`src/rtl/wwcf_pkg.sv`:
```
// ----------------------------------------------------------------------------
// wwcf_pkg
// Shared types and constants for the whole-word censor filter.
// ----------------------------------------------------------------------------
package wwcf_pkg;

   localparam int MAX_PATTERN = 16;
   localparam int IDX_W       = $clog2(MAX_PATTERN);
   localparam int CNT_W       = $clog2(MAX_PATTERN + 2);
   localparam int QUEUE_DEPTH = 2;
   localparam int QPTR_W      = $clog2(QUEUE_DEPTH);
   localparam int QCNT_W      = $clog2(QUEUE_DEPTH + 1);

   localparam logic [7:0] SPACE_BYTE = 8'h20;
   localparam logic [7:0] STAR_BYTE  = 8'h2A;

   // register indexes, taken from paddr[4:3]
   localparam logic [1:0] REG_PATTERN_LENGTH = 2'd0;
   localparam logic [1:0] REG_PATTERN_LOW    = 2'd1;
   localparam logic [1:0] REG_PATTERN_HIGH   = 2'd2;

   // one unit of output work: a token flush followed by an optional tail byte
   typedef struct packed {
      logic [CNT_W-1:0]                 flush_cnt;
      logic                             match;
      logic [MAX_PATTERN-1:0][7:0]      tokens;
      logic                             tail_valid;
      logic [7:0]                       tail_byte;
      logic                             fin;
   } job_type;

endpackage

```
`src/rtl/wwcf_front.sv`:
```
// ----------------------------------------------------------------------------
// wwcf_front
// Accepts input words, holds the current token and classifies each word
// into an output job.
// ----------------------------------------------------------------------------
module wwcf_front import wwcf_pkg::*; (
   input  logic                        clock,
   input  logic                        reset,
   input  logic                        req_tvalid,
   output logic                        req_tready,
   input  logic [7:0]                  req_tdata,    // byte_in
   input  logic                        req_tlast,    // is_final
   input  logic [4:0]                  pattern_length,
   input  logic [8*MAX_PATTERN-1:0]    pattern_bytes,
   input  logic                        q_full,
   output logic                        q_push,
   output job_type                     q_job
);

   function automatic logic [7:0] fold(input logic [7:0] c);
      if (c >= 8'h41 && c <= 8'h5A) begin
         return c + 8'h20;
      end
      return c;
   endfunction

   logic [MAX_PATTERN-1:0][7:0] store_ff, store_in;
   logic [CNT_W-1:0]            held_ff, held_in;
   logic                        passing_ff, passing_in;

   logic                        accept;
   logic                        is_space;
   logic [CNT_W-1:0]            eff_len;
   logic                        do_store;
   logic [CNT_W-1:0]            flush_cnt;
   logic                        tail_valid;
   logic [MAX_PATTERN-1:0]      byte_ok;

   assign req_tready = !q_full;
   assign accept     = req_tvalid && req_tready;
   assign is_space   = (req_tdata == SPACE_BYTE);

   always_comb begin
      if (pattern_length == 5'd0) begin
         eff_len = CNT_W'(1);
      end else if (pattern_length > 5'(MAX_PATTERN)) begin
         eff_len = CNT_W'(MAX_PATTERN);
      end else begin
         eff_len = CNT_W'(pattern_length);
      end
   end

   always_comb begin
      store_in   = store_ff;
      held_in    = held_ff;
      passing_in = passing_ff;
      do_store   = 1'b0;
      flush_cnt  = '0;
      tail_valid = 1'b0;
      if (is_space) begin
         flush_cnt  = passing_ff ? '0 : held_ff;
         tail_valid = 1'b1;
         held_in    = '0;
         passing_in = 1'b0;
      end else if (passing_ff) begin
         tail_valid = 1'b1;
      end else if (held_ff < eff_len && held_ff < CNT_W'(MAX_PATTERN)) begin
         do_store = 1'b1;
         store_in[held_ff[IDX_W-1:0]] = req_tdata;
         held_in  = held_ff + CNT_W'(1);
         if (req_tlast) begin
            flush_cnt = held_ff + CNT_W'(1);
         end
      end else begin
         // token outgrew the pattern: flush what is held, pass the rest
         flush_cnt  = held_ff;
         tail_valid = 1'b1;
         passing_in = 1'b1;
         held_in    = '0;
      end
      if (req_tlast) begin
         held_in    = '0;
         passing_in = 1'b0;
      end
   end

   always_comb begin
      for (int i = 0; i < MAX_PATTERN; i++) begin
         byte_ok[i] = (CNT_W'(i) >= flush_cnt) ||
                      (fold(store_in[i]) == fold(pattern_bytes[8*i +: 8]));
      end
   end

   always_comb begin
      q_job.flush_cnt  = flush_cnt;
      q_job.match      = (flush_cnt == eff_len) && (&byte_ok);
      q_job.tokens     = store_in;
      q_job.tail_valid = tail_valid;
      q_job.tail_byte  = req_tdata;
      q_job.fin        = req_tlast;
   end

   assign q_push = accept && (tail_valid || flush_cnt != '0);

   always_ff @(posedge clock) begin
      if (reset) begin
         held_ff    <= '0;
         passing_ff <= 1'b0;
      end else if (accept) begin
         held_ff    <= held_in;
         passing_ff <= passing_in;
      end
   end

   // token store: no reset, only entries written for the current token are read
   always_ff @(posedge clock) begin
      if (accept && do_store) begin
         store_ff <= store_in;
      end
   end

endmodule

```
`src/rtl/wwcf_queue.sv`:
```
// ----------------------------------------------------------------------------
// wwcf_queue
// Short job queue between the front and back parts.
// ----------------------------------------------------------------------------
module wwcf_queue import wwcf_pkg::*; (
   input  logic     clock,
   input  logic     reset,
   input  logic     push,
   input  job_type  push_job,
   output logic     full,
   input  logic     pop,
   output logic     q_valid,
   output job_type  q_job
);

   job_type             mem [QUEUE_DEPTH];
   logic [QPTR_W-1:0]   wr_ptr_ff, rd_ptr_ff;
   logic [QCNT_W-1:0]   count_ff, count_in;
   logic                do_push, do_pop;

   assign full    = (count_ff == QCNT_W'(QUEUE_DEPTH));
   assign q_valid = (count_ff != '0);
   assign q_job   = mem[rd_ptr_ff];
   assign do_push = push && !full;
   assign do_pop  = pop && q_valid;

   always_comb begin
      count_in = count_ff;
      if (do_push && !do_pop) begin
         count_in = count_ff + QCNT_W'(1);
      end else if (do_pop && !do_push) begin
         count_in = count_ff - QCNT_W'(1);
      end
   end

   always_ff @(posedge clock) begin
      if (reset) begin
         wr_ptr_ff <= '0;
         rd_ptr_ff <= '0;
         count_ff  <= '0;
      end else begin
         count_ff <= count_in;
         if (do_push) begin
            wr_ptr_ff <= (wr_ptr_ff == QPTR_W'(QUEUE_DEPTH - 1)) ? '0
                                                                 : wr_ptr_ff + QPTR_W'(1);
         end
         if (do_pop) begin
            rd_ptr_ff <= (rd_ptr_ff == QPTR_W'(QUEUE_DEPTH - 1)) ? '0
                                                                 : rd_ptr_ff + QPTR_W'(1);
         end
      end
   end

   always_ff @(posedge clock) begin
      if (do_push) begin
         mem[wr_ptr_ff] <= push_job;
      end
   end

endmodule

```
`src/rtl/wwcf_back.sv`:
```
// ----------------------------------------------------------------------------
// wwcf_back
// Takes jobs from the queue and emits their bytes, one per cycle unless the
// receiver stalls, into the output register.
// ----------------------------------------------------------------------------
module wwcf_back import wwcf_pkg::*; (
   input  logic        clock,
   input  logic        reset,
   input  logic        q_valid,
   input  job_type     q_job,
   output logic        q_pop,
   output logic        rsp_tvalid,
   input  logic        rsp_tready,
   output logic [7:0]  rsp_tdata,   // byte_out
   output logic        rsp_tlast,   // last_of_run
   output logic        rsp_tuser    // message_done
);

   job_type           job_ff;
   logic              busy_ff;
   logic [CNT_W-1:0]  pos_ff;
   logic              out_valid_ff;
   logic [7:0]        out_byte_ff, out_byte_in;
   logic              out_last_ff, out_last_in;
   logic              out_done_ff;

   logic              load_ok;
   logic              step;
   logic [CNT_W-1:0]  total;

   assign load_ok = !out_valid_ff || rsp_tready;
   assign step    = busy_ff && load_ok;
   assign q_pop   = !busy_ff && q_valid;
   assign total   = job_ff.flush_cnt + CNT_W'(job_ff.tail_valid);

   always_comb begin
      if (pos_ff < job_ff.flush_cnt) begin
         out_byte_in = job_ff.match ? STAR_BYTE : job_ff.tokens[pos_ff[IDX_W-1:0]];
      end else begin
         out_byte_in = job_ff.tail_byte;
      end
      out_last_in = (pos_ff + CNT_W'(1) == total);
   end

   always_ff @(posedge clock) begin
      if (reset) begin
         busy_ff      <= 1'b0;
         pos_ff       <= '0;
         out_valid_ff <= 1'b0;
      end else begin
         if (q_pop) begin
            busy_ff <= 1'b1;
            pos_ff  <= '0;
         end else if (step) begin
            pos_ff <= pos_ff + CNT_W'(1);
            if (out_last_in) begin
               busy_ff <= 1'b0;
            end
         end
         if (step) begin
            out_valid_ff <= 1'b1;
         end else if (rsp_tready) begin
            out_valid_ff <= 1'b0;
         end
      end
   end

   always_ff @(posedge clock) begin
      if (q_pop) begin
         job_ff <= q_job;
      end
      if (step) begin
         out_byte_ff <= out_byte_in;
         out_last_ff <= out_last_in;
         out_done_ff <= out_last_in && job_ff.fin;
      end
   end

   assign rsp_tvalid = out_valid_ff;
   assign rsp_tdata  = out_byte_ff;
   assign rsp_tlast  = out_last_ff;
   assign rsp_tuser  = out_done_ff;

endmodule

```
`src/rtl/whole_word_censor_filter_core.sv`:
```
// ----------------------------------------------------------------------------
// whole_word_censor_filter_core
// Byte stream filter that replaces a configured whole word with asterisks.
// ----------------------------------------------------------------------------
// Usage:
//   req_*  : message bytes in, one word per byte; req_tlast marks the last
//            byte of a message and closes the token being held.
//   rsp_*  : filtered bytes out; rsp_tlast marks the last byte caused by one
//            input word, rsp_tuser the final byte of a message.
//   csr_*  : APB-style registers at 0x00 pattern_length, 0x08 pattern low
//            bytes, 0x10 pattern high bytes. Write only while idle.
// Path: a word that releases bytes is written into the queue, loaded as a
//   job into the back, and its first byte then enters the output register.
// Throughput: the front takes one word per cycle while the 2-entry job
//   queue has room. The back emits one byte per cycle while not stalled;
//   a job of k bytes (k up to 17: a held token plus its closing byte) ends
//   before the next starts; long flushes back-pressure input via the queue.
// Reset: token state, queue and output register clear; pattern length
//   returns to 1, pattern bytes to 0. No clearing pass is needed.
// Receiver stall: the output register holds its byte; the back and then the
//   queue stop, and req_tready drops once the queue is full.
// ----------------------------------------------------------------------------
module whole_word_censor_filter_core import wwcf_pkg::*; (
   input  logic         clock,
   input  logic         reset,
   // input stream
   input  logic         req_tvalid,
   output logic         req_tready,
   input  logic [7:0]   req_tdata,    // [7:0] byte_in
   input  logic         req_tlast,    // is_final
   // result stream
   output logic         rsp_tvalid,
   input  logic         rsp_tready,
   output logic [7:0]   rsp_tdata,    // [7:0] byte_out
   output logic         rsp_tlast,    // last_of_run
   output logic         rsp_tuser,    // [0] message_done
   // register port
   input  logic         csr_psel,
   input  logic         csr_penable,
   input  logic         csr_pwrite,
   input  logic [4:0]   csr_paddr,
   input  logic [63:0]  csr_pwdata,
   output logic [63:0]  csr_prdata,
   output logic         csr_pready
);

   // ---- registers ----
   logic [4:0]   pattern_length_ff;
   logic [63:0]  pattern_low_ff;
   logic [63:0]  pattern_high_ff;
   logic         csr_write;
   logic [1:0]   csr_index;

   assign csr_pready = 1'b1;
   assign csr_write  = csr_psel && csr_penable && csr_pwrite && csr_pready;
   assign csr_index  = csr_paddr[4:3];

   always_ff @(posedge clock) begin
      if (reset) begin
         pattern_length_ff <= 5'd1;
         pattern_low_ff    <= '0;
         pattern_high_ff   <= '0;
      end else if (csr_write) begin
         case (csr_index)
            REG_PATTERN_LENGTH: pattern_length_ff <= csr_pwdata[4:0];
            REG_PATTERN_LOW:    pattern_low_ff    <= csr_pwdata;
            REG_PATTERN_HIGH:   pattern_high_ff   <= csr_pwdata;
            default: begin
            end
         endcase
      end
   end

   always_comb begin
      case (csr_index)
         REG_PATTERN_LENGTH: csr_prdata = {59'd0, pattern_length_ff};
         REG_PATTERN_LOW:    csr_prdata = pattern_low_ff;
         REG_PATTERN_HIGH:   csr_prdata = pattern_high_ff;
         default:            csr_prdata = '0;
      endcase
   end

   // ---- front: token tracking and classification ----
   logic     q_push, q_full, q_pop, q_valid;
   job_type  push_job, head_job;

   wwcf_front u_front (
      .clock          (clock),
      .reset          (reset),
      .req_tvalid     (req_tvalid),
      .req_tready     (req_tready),
      .req_tdata      (req_tdata),
      .req_tlast      (req_tlast),
      .pattern_length (pattern_length_ff),
      .pattern_bytes  ({pattern_high_ff, pattern_low_ff}),
      .q_full         (q_full),
      .q_push         (q_push),
      .q_job          (push_job)
   );

   // ---- job queue ----
   wwcf_queue u_queue (
      .clock    (clock),
      .reset    (reset),
      .push     (q_push),
      .push_job (push_job),
      .full     (q_full),
      .pop      (q_pop),
      .q_valid  (q_valid),
      .q_job    (head_job)
   );

   // ---- back: byte emission ----
   wwcf_back u_back (
      .clock      (clock),
      .reset      (reset),
      .q_valid    (q_valid),
      .q_job      (head_job),
      .q_pop      (q_pop),
      .rsp_tvalid (rsp_tvalid),
      .rsp_tready (rsp_tready),
      .rsp_tdata  (rsp_tdata),
      .rsp_tlast  (rsp_tlast),
      .rsp_tuser  (rsp_tuser)
   );

   // ---- checks ----
   // message end is always the last byte of its run
   a_done_is_last: assert property (@(posedge clock) disable iff (reset)
      rsp_tvalid && rsp_tuser |-> rsp_tlast)
      else $error("message_done without last_of_run");

   // the front never pushes into a full queue
   a_no_push_full: assert property (@(posedge clock) disable iff (reset)
      q_push |-> !q_full)
      else $error("job pushed into full queue");

   // a pop only happens with a job at the queue head
   a_pop_valid: assert property (@(posedge clock) disable iff (reset)
      q_pop |-> q_valid)
      else $error("pop from empty queue");

   // output is empty right after reset
   a_reset_empty: assert property (@(posedge clock)
      reset |=> !rsp_tvalid)
      else $error("output valid after reset");

endmodule

```
`config.mk`:
```
export PLATFORM = sky130hd
export DESIGN_NAME = whole_word_censor_filter_core
export DESIGN_NICKNAME = d
export VERILOG_FILES = /design/src/rtl/wwcf_pkg.sv /design/src/rtl/wwcf_front.sv /design/src/rtl/wwcf_queue.sv /design/src/rtl/wwcf_back.sv /design/src/rtl/whole_word_censor_filter_core.sv
export SDC_FILE = /design/constraint.sdc
export NUM_CORES = 1
export LEC_CHECK = 0
export BUFFER_PORTS_ARGS = -buffer_cell sky130_fd_sc_hd__buf_2
export CAP_MARGIN = 25
export CORE_MARGIN = 2
export CORE_UTILIZATION = 40
export CTS_CLUSTER_DIAMETER = 200
export DETAILED_ROUTE_END_ITERATION = 6
export GPL_ROUTABILITY_DRIVEN = 1
export HOLD_SLACK_MARGIN = 0.06
export PLACE_DENSITY = 0.52
export SYNTH_ARGS = -nofsm -noshare
export SYNTH_HDL_FRONTEND = slang
export SYNTH_SLANG_ARGS = --single-unit
```
`constraint.sdc`:
```
create_clock -name clock -period 20.3 [get_ports clock]
set_input_delay 4.06 -clock clock [delete_from_list [all_inputs] [get_ports clock]]
set_output_delay 4.06 -clock clock [all_outputs]
set_load 0.01 [all_outputs]
```
Word level (Yosys, flattened, before mapping)
Memory sizes are Yosys's and may differ from the RTL's. A register that Yosys moved wholly into a read port is not among the register bits.
Cells that the tools add are included.
{"block": "op_classes", "eq_ne": 23, "n_addsub": 39, "mux": 137, "n_reduce_logical": 85, "order_cmp": 87}
{"operator": "$mux 8", "count": 68}
{"operator": "$mux 128", "count": 3}
{"operator": "$add 8x6->8 const B", "count": 32}
{"operator": "$ge 8x7->1 const B", "count": 32}
{"operator": "$le 8x7->1 const B", "count": 32}
{"operator": "$pmux 64 s3", "count": 1}
{"operator": "$bwmux 128", "count": 1}
{"operator": "$eq 8x8->1", "count": 16}
{"operator": "$mux 5", "count": 11}
{"operator": "$mux 1", "count": 49}
{"operator": "$logic_and 1x1->1", "count": 47}
{"operator": "$ge 4x5->1 const A", "count": 8}
{"operator": "$bmux 8 s4", "count": 1}
{"operator": "$demux 8 s4", "count": 1}
{"operator": "$ge 3x5->1 const A", "count": 4}
{"operator": "$logic_or 1x1->1", "count": 18}
{"operator": "$reduce_and 16->1", "count": 1}
{"operator": "$add 5x1->5 const B", "count": 2}
{"operator": "$eq 5x5->1", "count": 2}
{"operator": "$ge 1x5->1 const A", "count": 2}
{"operator": "$ge 2x5->1 const A", "count": 2}
{"operator": "$lt 4x5->1 const B", "count": 2}
{"operator": "$lt 5x5->1", "count": 2}
{"operator": "$reduce_and 2->1", "count": 5}
{"operator": "18 further kinds", "count": 29}
{"block": "totals", "wordCells": 402, "register_bits": 288, "ram_bits": 288, "out_inout_bits": 77, "mem_count": 1}
{"name": "u_queue.mem", "words": 2, "width": 144, "rd": 1, "rd_clocked_by_memory_dff": 1, "wr": 1, "line": "wwcf_queue.sv:16", "source": "job_type mem [QUEUE_DEPTH];"}

Depth between registers and ports, before layout
{"block": "depth", "ltp_word": 16, "mapped_depth": 20, "depth_no_buf": 19}

Modules after synthesis
A second synthesis with hierarchy kept.
{"block": "unflattened", "hier_cells": 2589, "hier_area_um2": 34968.5}
{"module": "wwcf_front", "seq_area_each_um2": 3963.8, "cells_each": 1218, "area_each_um2": 11705.0, "instances": 1}
{"module": "wwcf_queue", "seq_area_each_um2": 8748.4, "cells_each": 473, "area_each_um2": 10842.9, "instances": 1}
{"module": "wwcf_back", "seq_area_each_um2": 4764.6, "cells_each": 299, "area_each_um2": 6248.5, "instances": 1}
{"module": "whole_word_censor_filter_core", "seq_area_each_um2": 2662.6, "cells_each": 599, "area_each_um2": 6172.2, "instances": 1}

Worst setup path before layout
No wires, ideal clock.
{"block": "synth_timing", "kind": "in2reg", "from": "input req_tdata[0]", "to": "memory u_queue.mem[0][0] (netlist bit) (enable)", "cell_stages": 11, "arrival_ns": 12.659, "t_required_ns": 19.633, "path_buffers": 2, "setup_time_ns": 0.667, "path_slack_ns": 6.974, "cell_sequence": "buf_2 -> or4_4 -> or4_1 -> buf_4 -> nand2_1 -> nand2_1 -> a21oi_1 -> or2_2 -> nor2_1 -> a21oi_1 -> nor2b_1"}
{"item": "start, declared", "line": "whole_word_censor_filter_core.sv:29", "source": "input logic [7:0] req_tdata,"}
{"item": "end, declared", "line": "wwcf_queue.sv:16"}

==> flow_summary_export.csv <==
group,metric,value,unit
run_status,status,"complete, no violations",
clock_network,ctsResizeCount,0,
floorplan,die_w,292,microns
sta,final-hold-violation-count,0,
synth,avgSynthCellArea,12.5,sq um
layout,n_fill_cell,7469,
clock_network,cts_tree,"yes",
worst_hold_path,worst_hold_path_type,"reg2reg",
synth,synthFlopType,"edfxtp_1",
layout,drive_gt1_frac,0.215,
critical_path,critPathRequiredTime,20.55,ns
synth,postSynthCellCount,2669,
power_and_ir_drop,power_leakage,12.1,nW
critical_path,cp.arrival,10.34,ns
global_routing,grt_pass1_wl,145,mm
power_and_ir_drop,switching_share,0.294,
synth,synth_compound_area_frac,0.107,
synth,synth_mux_area_frac,0.103,
floorplan,dieArea,85400,sq um
synth,synthArstFlopShare,0,
drt,drt-initial-drc-count,2161,
floorplan,die_y,292,microns
global_routing,antenna_found_initial,5,
synth,synth-edff-count,570,
drt,via_per_inst,5.73,
layout,area.growth.synth_to_final,14.1,%
critical_path,r2r_setup_slack,13.03,ns
critical_path,worstSetupEndpointType,"flop",
synth,synth_cell_types,91,
layout,final_nets,2960,
power_and_ir_drop,seqPwrFrac,0.465,
clock_network,htreeDepth,3,
synth,synthAdderAreaFrac,0.0181,
floorplan,core_region_area,82200,sq um
power_and_ir_drop,power_frac_comb,0.204,
run,maxCapViolations,0,
global_routing,grt_max_degree,76,
sta,drv_slew,0,
synth,ys_seq_area_frac,0.605,
power_and_ir_drop,p_sw,1.27,mW
drt,dr.pass1.iters,6,
drt,drc,0,
global_routing,grt.overflow.total,0,
worst_hold_path,holdPathEnd,"pattern_low_ff[7]",
synth,synth_xor_area_frac,0.0421,
synth,ys_ff_latch,720,
critical_path,crit_type,"in2reg",
synth,synth.area.top_cells,"edfxtp_1 51%, dfxtp_1 9.0%, mux2_2 6.9%",
clock_network,numCtsBuffers,80,
drt,routedWlPerCell,25.3,microns
clock_network,post_cts_buffers,0,
sta,grt_setup_unrepaired,"no",
synth,yosysTopAreaCell,"edfxtp_1",
synth,synth_area,33300,sq um
floorplan,io_pins,162,
power_and_ir_drop,p_per_area,114,nW/um^2
synth,syn_nets,2802,
sta,setup_viol,0,
sta,slew_headroom,0.268,
worst_hold_path,hold_start,"pattern_low_ff[7]",
global_routing,grt_pass1_vias,21375,
placed_design,hpwl,69.5,mm
power_and_ir_drop,vdd_drop_max,0.0544,mV
power_and_ir_drop,internal_power,3.06,mW
floorplan,initial_core_util,0.404,
sta,tightest_slew,1.09,ns
worst_hold_path,hold-path-cell-count,2,
synth,ys_warn_count,0,
critical_path,rr_startpoint,"pattern_length_ff[4]",
placed_design,gp_congestion,0.913,
critical_path,worst_r2r_path_depth,15,
sta,period_share,0.497,
drt,drt-total-wl,100,mm
clock_network,clk_latency,0.65,ns
drt,postRouteAntennaNets,0,
clock_network,clk_pin_slew,0.06,ns
critical_path,critPathMaxFanout,59,
critical_path,cp-start-kind,"input pin",
synth,synth_top_area_share,0.515,
power_and_ir_drop,clkPwrFrac,0.332,
placed_design,port_buffers,157,
floorplan,num_rows,105,
synth,synthSimpleGateAreaFrac,0.101,
sta,skew,0.0389,ns
clock_network,root_buffer,"clkbuf_16",
layout,final_core_util,0.461,
global_routing,grt_usage,0.231,
clock_network,cts_sinks,720,
critical_path,r2r_end,"u_queue.mem[0][18]",
sta,period_needed,10.08,ns
sta,setup_tns,0,ns
sta,fmax,99.2,MHz
synth,synth_top_family_by_area,"compound AO/OA/AOI/OAI gates",
clock_network,clockBufferDepth,3,
drt,vias,22732,
clock_network,cts_hold_buffers,0,
## metal layers
layer / routed length (microns) / global-route usage
met4: 2600 / 0.0720
met5: 0 / 0
met2: 43600 / 0.341
met3: 7890 / 0.0386
met1: 46300 / 0.348
## critical path, stage by stage
cell and delay, ns:
buf_2 0.09, buf_4 0.41, or4_4 0.28, or4_1 0.42, o2111ai_4 0.40, nor2_2 0.69
nand2_1 0.20, o21ai_2 0.27, or2_2 0.28, nor2_1 0.09, a21oi_1 0.50, nor2b_4 0.92
buf_4 0.84, buf_4 0.78
## synth_stat cells, types with 7 or more instances
library cell and n:
nor4_1 11, inv_1 65, a22o_1 60, or4_1 22, edfxtp_1 570, nand3_1 41
nor2_1 80, or3_1 11, mux2_2 204, a21o_1 11, nor3_1 45, dfxtp_1 150
xor2_1 72, nand4_1 13, and2_1 7, buf_2 9, o21ai_0 118, mux2i_1 20
ha_1 48, o31ai_1 13, nor4b_1 12, a21oi_1 208, clkbuf_1 112, a311oi_1 7
nor2b_1 15, buf_1 12, mux4_2 40, a31oi_1 23, xnor2_1 75, and3_1 8
nand2_1 402, o22ai_1 28, nand2b_1 21
## power groups by stage
| stage | logic [mW] | registers, mW | clock network, mW |
|---|---|---|---|
| global placement | 0.860 | 2.04 | 0 |
| CTS | 0.886 | 2.01 | 1.46 |
| global route | 0.951 | 2.03 | 1.52 |
| floorplan | 0.578 | 2.04 | 0 |
| finish | 0.880 | 2.01 | 1.43 |
| detailed placement | 0.882 | 2.04 | 0 |
## kinds of logic after synthesis
| family | Yosys count |
|---|---|
| and+or+nand+nor | 724 |
| other | 1 |
| buffers and inverters | 201 |
| AOI/OAI and AO/OA | 558 |
| muxes | 265 |
| adders and majority gates | 48 |
| xor gates and xnor gates | 152 |
| DFF | 720 |
## worst max-delay path by stage
stage	cells past startpoint	startpoint	to	slack (ns)
final	14	req_tdata[3]	u_queue.mem[0][18]	10.22
after global routing	14	req_tdata[2]	u_queue.mem[0][38]	9.87
after CTS	14	req_tdata[2]	u_queue.mem[0][94]	10.23
after detailed placement	14	req_tdata[2]	u_queue.mem[0][32]	9.60
after global placement	14	req_tdata[3]	u_queue.mem[0][22]	9.62
after floorplan	11	req_tdata[0]	u_queue.mem[0][0]	6.97
## placed cells by master, fill, tap and decap left out, types with 21 or more instances in the layout
master,count
edfxtp_1,570
nand2_1,402
a21oi_1,208
mux2_2,204
buf_2,159
dfxtp_1,148
o21ai_0,118
clkbuf_16,84
nor2_1,79
xnor2_1,75
xor2_1,72
inv_1,64
a22o_1,60
buf_4,49
ha_1,48
nor3_1,45
nand3_1,41
mux4_2,40
o22ai_1,28
a31oi_1,23
or4_1,22
nand2b_1,21
## registers in the layout, indices dropped and copies added (netlist names), 8 cells and up
| name | cells |
|---|---|
| u_front.store_ff | 128 |
| pattern_low_ff | 64 |
| u_queue.mem | 288 |
| u_back.rsp_tdata | 8 |
| u_back.job_ff | 144 |
| pattern_high_ff | 64 |
## metrics by stage
stage                     cell area [sq um]  hold slack [ns]  setup WS (ns)  std cells  total power, mW
after floorplan                       33300            0.449           6.97       2669             2.62
after global placement                35300            0.483           9.62       3808             2.90
after detailed placement              35300            0.491           9.60       3811             2.92
after CTS                             37900            0.499          10.23       3959             4.36
after global routing                  37900            0.527           9.87       3963             4.50
final                                 37900            0.501          10.22       3965             4.33
## cell type report
cell class / count / area (sq um) / share of cell area
clock inverter: 42 / 382 / 0.0101
tap: 1070 / 1340 / 0.0353
clock buffer: 106 / 2230 / 0.0587
multi-input combinational: 1748 / 12400 / 0.327
timing repair buffer: 212 / 1210 / 0.0320
antenna: 2 / 5.00 / 0.000132
inverter: 65 / 249 / 0.00656
sequential: 720 / 20100 / 0.530
(Power assumes the default switching activity.)
